<file path="config.mk">
export PLATFORM = sky130hd
export DESIGN_NAME = esc_judge
export DESIGN_NICKNAME = d
export VERILOG_FILES = /design/src/rtl/core/esc_pkg.sv /design/src/rtl/core/esc_judge.sv
export SDC_FILE = /design/constraint.sdc
export NUM_CORES = 1
export LEC_CHECK = 0
export BUFFER_PORTS_ARGS = -buffer_cell sky130_fd_sc_hd__buf_2
export CORE_ASPECT_RATIO = 1.2
export CORE_MARGIN = 3
export CORE_UTILIZATION = 40
export DETAILED_ROUTE_END_ITERATION = 10
export GPL_ROUTABILITY_DRIVEN = 0
export GPL_TIMING_DRIVEN = 0
export MAX_ROUTING_LAYER = met4
export PLACE_DENSITY = 0.65
export SLEW_MARGIN = 20
export SYNTH_ARGS = -nofsm -noshare
export SYNTH_HDL_FRONTEND = slang
export SYNTH_SLANG_ARGS = --single-unit
</file>
<file path="constraint.sdc">
create_clock -name vclk -period 3
set_input_delay 0.6 -clock vclk [all_inputs]
set_output_delay 0.6 -clock vclk [all_outputs]
set_load 0.005 [all_outputs]
</file>
<file path="src/rtl/core/esc_pkg.sv">
`timescale 1ns / 1ps
// ----------------------------------------------------------------------------
// esc_pkg
// Shared types, character codes and status codes of the expression checker.
// ----------------------------------------------------------------------------
package esc_pkg;

  // Longest expression that gets distinct positions.
  localparam int ESC_MAX_LEN = 4096;

  // Character codes.
  localparam logic [7:0] CH_LPAREN = 8'h28;
  localparam logic [7:0] CH_RPAREN = 8'h29;
  localparam logic [7:0] CH_CARET  = 8'h5E;
  localparam logic [7:0] CH_STAR   = 8'h2A;
  localparam logic [7:0] CH_SLASH  = 8'h2F;
  localparam logic [7:0] CH_PLUS   = 8'h2B;
  localparam logic [7:0] CH_MINUS  = 8'h2D;
  localparam logic [7:0] CH_DOT    = 8'h2E;
  localparam logic [7:0] CH_SPACE  = 8'h20;
  localparam logic [7:0] CH_ZERO   = 8'h30;
  localparam logic [7:0] CH_NINE   = 8'h39;
  localparam logic [7:0] CH_NONE   = 8'h00;

  // Status codes.
  localparam logic [3:0] ST_OK          = 4'd0;
  localparam logic [3:0] ST_UNKNOWN     = 4'd1;
  localparam logic [3:0] ST_DOUBLE_OP   = 4'd2;
  localparam logic [3:0] ST_NO_OP_LEFT  = 4'd3;
  localparam logic [3:0] ST_NO_OP_RIGHT = 4'd4;
  localparam logic [3:0] ST_EMPTY       = 4'd5;
  localparam logic [3:0] ST_OP_AFTER_LP = 4'd6;
  localparam logic [3:0] ST_OP_BEFORE_RP = 4'd7;
  localparam logic [3:0] ST_RP_LP       = 4'd8;
  localparam logic [3:0] ST_LEAD_BINOP  = 4'd9;
  localparam logic [3:0] ST_LEAD_RP     = 4'd10;
  localparam logic [3:0] ST_TRAIL_OP    = 4'd11;

  // One input item.
  typedef struct packed {
    logic [7:0] ch;
    logic       last;
  } in_item_t;

  // One result item.
  typedef struct packed {
    logic [3:0]  status;
    logic [11:0] position;
  } out_item_t;

  // Verdict on one judged character.
  typedef struct packed {
    logic        hit;
    logic [3:0]  code;
    logic [11:0] pos;
  } verdict_t;

  // True for the five arithmetic operators.
  function automatic logic is_op(input logic [7:0] c);
    return (c == CH_PLUS) || (c == CH_MINUS) || (c == CH_STAR) ||
           (c == CH_SLASH) || (c == CH_CARET);
  endfunction

endpackage

</file>
<file path="src/rtl/core/esc_judge.sv">
`timescale 1ns / 1ps
// ----------------------------------------------------------------------------
// esc_judge
// Judges one character against its left and right non-space neighbors.
// ----------------------------------------------------------------------------
module esc_judge import esc_pkg::*; #(
  parameter int IW = 13
) (
  input  logic [7:0]  c,
  input  logic [IW:0] idx,
  input  logic [7:0]  p,
  input  logic        p_open,
  input  logic [7:0]  n,
  input  logic        closer,
  output verdict_t    verdict
);

  localparam int PW = (IW + 1 > 12) ? IW + 1 : 12;

  logic [PW-1:0] idx_w;
  logic [11:0]   pos_m1;
  logic [11:0]   pos_m2;

  // Positions one and two before the wrapped index, kept to 12 bits.
  assign idx_w  = PW'(idx);
  assign pos_m1 = 12'(idx_w - PW'(1));
  assign pos_m2 = 12'(idx_w - PW'(2));

  // Rules for the character, in the order they take precedence.
  always_comb begin
    verdict = '0;
    if (((c >= CH_ZERO) && (c <= CH_NINE)) || (c == CH_DOT)) begin
      verdict.hit = 1'b0;
    end else if (c == CH_LPAREN) begin
      if ((idx != '0) && !is_op(p) && (p != CH_LPAREN)) begin
        verdict = '{1'b1, ST_NO_OP_LEFT, pos_m1};
      end else if ((n == CH_STAR) || (n == CH_SLASH) || (n == CH_CARET)) begin
        if (idx == '0) verdict = '{1'b1, ST_LEAD_BINOP, 12'd0};
        else           verdict = '{1'b1, ST_OP_AFTER_LP, pos_m1};
      end
    end else if (c == CH_RPAREN) begin
      if ((p == CH_LPAREN) && !closer) begin
        if (p_open) verdict = '{1'b1, ST_LEAD_RP, pos_m1};
        else        verdict = '{1'b1, ST_EMPTY, pos_m2};
      end else if (!closer && !is_op(n) && (n != CH_RPAREN)) begin
        if (n == CH_LPAREN) verdict = '{1'b1, ST_RP_LP, pos_m1};
        else                verdict = '{1'b1, ST_NO_OP_RIGHT, pos_m1};
      end else if (is_op(p)) begin
        if (closer) verdict = '{1'b1, ST_TRAIL_OP, pos_m2};
        else        verdict = '{1'b1, ST_OP_BEFORE_RP, pos_m1};
      end
    end else if (!is_op(c)) begin
      verdict = '{1'b1, ST_UNKNOWN, pos_m1};
    end else if (is_op(n)) begin
      verdict = '{1'b1, ST_DOUBLE_OP, pos_m1};
    end
  end

endmodule

</file>
; Yosys cells after proc, flatten, opt, wreduce, memory -nomap -nowiden
; Index checks and enable logic that the tools add are counted.
[totals]
register_bits = 0
latchBits = 0
ramBits = 0
romBits = 0
input_bits = 40
output_inout_bits = 17
wordCells = 67
memories = 0
[classes]
n_addsub = 2
n_mul = 0
n_div = 0
magnitude_cmp = 2
n_eq_ne = 22
shift = 0
n_mux = 15
n_bitwise = 0
n_reduce_logical = 26
[ops]
columns = op, n
row1 = two-way mux 17 bit, 9
row2 = == test 8 x 6 -> 1 bit (second input constant), 17
row3 = two-way mux 16 bit, 5
row4 = == test 8 x 7 -> 1 bit (second input constant), 3
row5 = inequality test 8 x 6 -> 1 bit (second input constant), 2
row6 = logical OR 1 bit, 15
row7 = zero test 14 bit, 1
row8 = nonzero test 14 bit, 1
row9 = subtractor 12 x 1 -> 12 bit (second input constant), 1
row10 = subtractor 12 x 2 -> 12 bit (second input constant), 1
row11 = >= comparator 8 x 6 -> 1 bit (second input constant), 1
row12 = less-or-equal comparator 8 x 6 -> 1 bit (second input constant), 1
row13 = logical AND 1 bit, 6
row14 = zero test 1 bit, 3
row15 = two-way mux 1 bit, 1

; Logic depth before layout (Yosys ltp)
[depth]
depth_word = 13
mapped_depth = 9
mapped_depth_nobuf = 8

; Worst setup path before layout
; OpenSTA, ideal clock, no wires.
[synth_path]
kind = in2out
startpoint = input idx[1]
endpoint = output verdict[9] in the netlist's numbering
arrival_ns = 2.144
required_time_ns = 2.400
setup_slack_ns = 0.256
stages = 9
n_path_buf = 1
cell_sequence = inv_1 > ha_1 > or3b_1 > clkbuf_1 > nor2_1 > o21ai_0 > xnor2_1 > a221oi_1 > o21ai_1
[synth_rtl]
columns = item, line_no
row1 = from (decl), esc_judge.sv:10  ; input logic [IW:0] idx,
row2 = to (decl), esc_judge.sv:15  ; output verdict_t verdict

==> qor.yml <==
status: "finished with violations"
violations: "setup timing"
switching_share: 0.561
avgSynthCellArea_um2: 6.61
yosys.area.top_type: "xor2_1"
cp.required_ns: 2.40
synth.distinct_cells: 64
cp.arrival_ns: 2.42
grt_use_met1: 0.278
combPwrFrac: 1.000
critical_path_class: "in2out"
seq_area_frac_synth: 0
wl_mm: 5.85
pin_count: 57
critPathSlowestCell: "or3_2"
postSynthNetCount: 294
cp_max_fo: 5
grt_busiest_layer: "met2"
hold_violations: 0
worst_pin_slew_ns: 0.617
dp_hpwl_mm: 4.38
critPathMaxStageDelay_ns: 0.53
power.leakage_uw: 0.000894
post-place-ws_ns: -0.522
p_int_uw: 97.1
drive_gt1_frac: 0.394
crit_top_cell: "buf_2"
syn-instance-count: 251
p_clk_frac: 0
antenna_cells: 0
grt_use_met2: 0.353
antenna_left: 0
hold_path_class: "in2out"
antenna_found_initial: 0
io_buffers: 51
switchingPower_uw: 124
via_per_inst: 5.92
drtIter0Drc: 96
synth_area_um2: 1660
synth.top_cell.area_share: 0.0792
register_area_um2: 0
ir_drop_mv: 0.0488
track_usage: 0.213
ys.warnings.count: 0
final.clkbuf_count: 0
finalSetupViolations: 1
dp.cells: 356
coreArea_um2: 3970
area_growth_pct: 38.2
crit_path_start_kind: "primary input"
drv_slew: 0
grt_max_degree: 11
seq_cell_count: 0
period_minus_slack_ns: 3.02
drc: 0
synthTopCellsByCount: "nor2_1 (26), nand2_1 (19), a21oi_1 (18), xor2_1 (15)"
synth.most_common_cell: "nor2_1"
ys_top_cells_by_area: "xor2_1 (7.9%), nor2_1 (5.9%), xnor2_1 (5.8%)"
p_per_area_nw_per_um2: 96.5
fillers: 406
fmax_mhz: 331
fin_cells: 366
grt_pass1_vias: 1916
die-area_um2: 4960
nets: 357
gr-total-overflow: 0
slew_headroom: 0.583
final_util: 0.577
setup_ws_ns: -0.0232
drt_pass1_iterations: 4
die_width_um: 64.8
period_share: 1.01
tns_ns: -0.0232
vias: 2165
num_rows: 25
endpoint_kind: "primary output"
grt_pass1_wl_mm: 8.67
maxCapViolCount: 0
start_util: 0.418
die_y_um: 76.6
wl_per_cell_um: 16.0
p_seq_frac: 0
path_cells: "buf_2 -> or3b_4 -> or3_2 -> nand4_1 -> a21oi_1 -> o31ai_1 -> o211ai_1 -> buf_2"
gr-usage-met3: 0.0147
repair_timing:
| item | CTS | global route |
|---|---|---|
| hold buffers | 0 | 0 |
| setup endpoints to repair | 16 | 16 |
| gates resized for setup | 21 | 33 |
| pin swaps | 9 | 17 |
| buffers inserted | 3 | 10 |
power groups by stage:
stage               clock (uW)  combinational (uW)  sequential, uW
finish                       0                 221               0
floorplan                    0                 114               0
global route                 0                 242               0
detailed placement           0                 188               0
CTS                          0                 201               0
global placement             0                 187               0
critical path, delay by kind of cell:
kind	cells	cell delay, ns
AO/OA/AOI/OAI	3	0.48
AND/OR/NAND/NOR	3	1.08
buffers and inverters	2	0.26
metal layers:
| layer | share of wire | up-vias | wire length (um) |
|---|---|---|---|
| li1 | - | 1063 | - |
| met1 | 0.42 | 1028 | 2440 |
| met2 | 0.51 | 66 | 3010 |
| met3 | 0.056 | 8 | 327 |
| met4 | 0.011 | 0 | 64 |
| met5 | 0 | - | 0 |
cell type report:
cell class,count,area (um^2),area share
Buffer,11,66.3,0.0289
Inverter,11,43.8,0.0191
Multi-Input combinational cell,227,1740,0.760
Tap cell,54,67.6,0.0295
Timing Repair Buffer,63,373,0.163
stage by stage:
stage          instance area [um^2]  power, uW  hold WS [ns]
2_1_floorplan                  1660        114          1.24
3_3_place_gp                   1980        187          1.51
3_5_place_dp                   1980        188          1.52
4_1_cts                        2090        201          1.49
5_1_grt                        2290        242          1.51
6_report                       2290        221          1.49
cells by family (layout without fill, tap and decap cells):
kind of cell | Yosys count | after routing | synth area share
and+or+nand+nor | 115 | 115 | 0.400
AOI/OAI and AO/OA | 81 | 81 | 0.356
xor gates and xnor gates | 26 | 26 | 0.137
buffers and inverters | 24 | 85 | 0.0716
adders and majority gates | 3 | 3 | 0.0226
muxes | 2 | 2 | 0.0121
worst paths after layout:
| check | from | to | slack, ns | depth (start not counted) |
|---|---|---|---|---|
| setup / recovery | p[6] | verdict[4] | -0.02 | 8 |
| hold / removal | idx[0] | verdict[0] | 1.49 | 3 |
placed cells by master, fill, tap and decap left out, drive strengths merged, types with 3 or more instances in the layout:
cell | Yosys | final
or3 | 3 | 3
nand4 | 7 | 7
clkbuf | 6 | 5
nor4 | 5 | 5
a31oi | 5 | 5
nor3b | 7 | 7
nor2 | 26 | 26
and3 | 5 | 5
nand3 | 9 | 9
a211oi | 7 | 7
o21ai | 14 | 14
inv | 11 | 11
o22ai | 5 | 5
nand2b | 7 | 7
ha | 3 | 3
o2111ai | 3 | 3
o21a | 6 | 6
nand2 | 20 | 20
nor3 | 9 | 9
buf | 7 | 69
a21oi | 19 | 19
or3b | 3 | 3
o211ai | 6 | 6
nor2b | 4 | 4
xnor2 | 11 | 11
xor2 | 15 | 15
(Power assumes the default switching activity.)
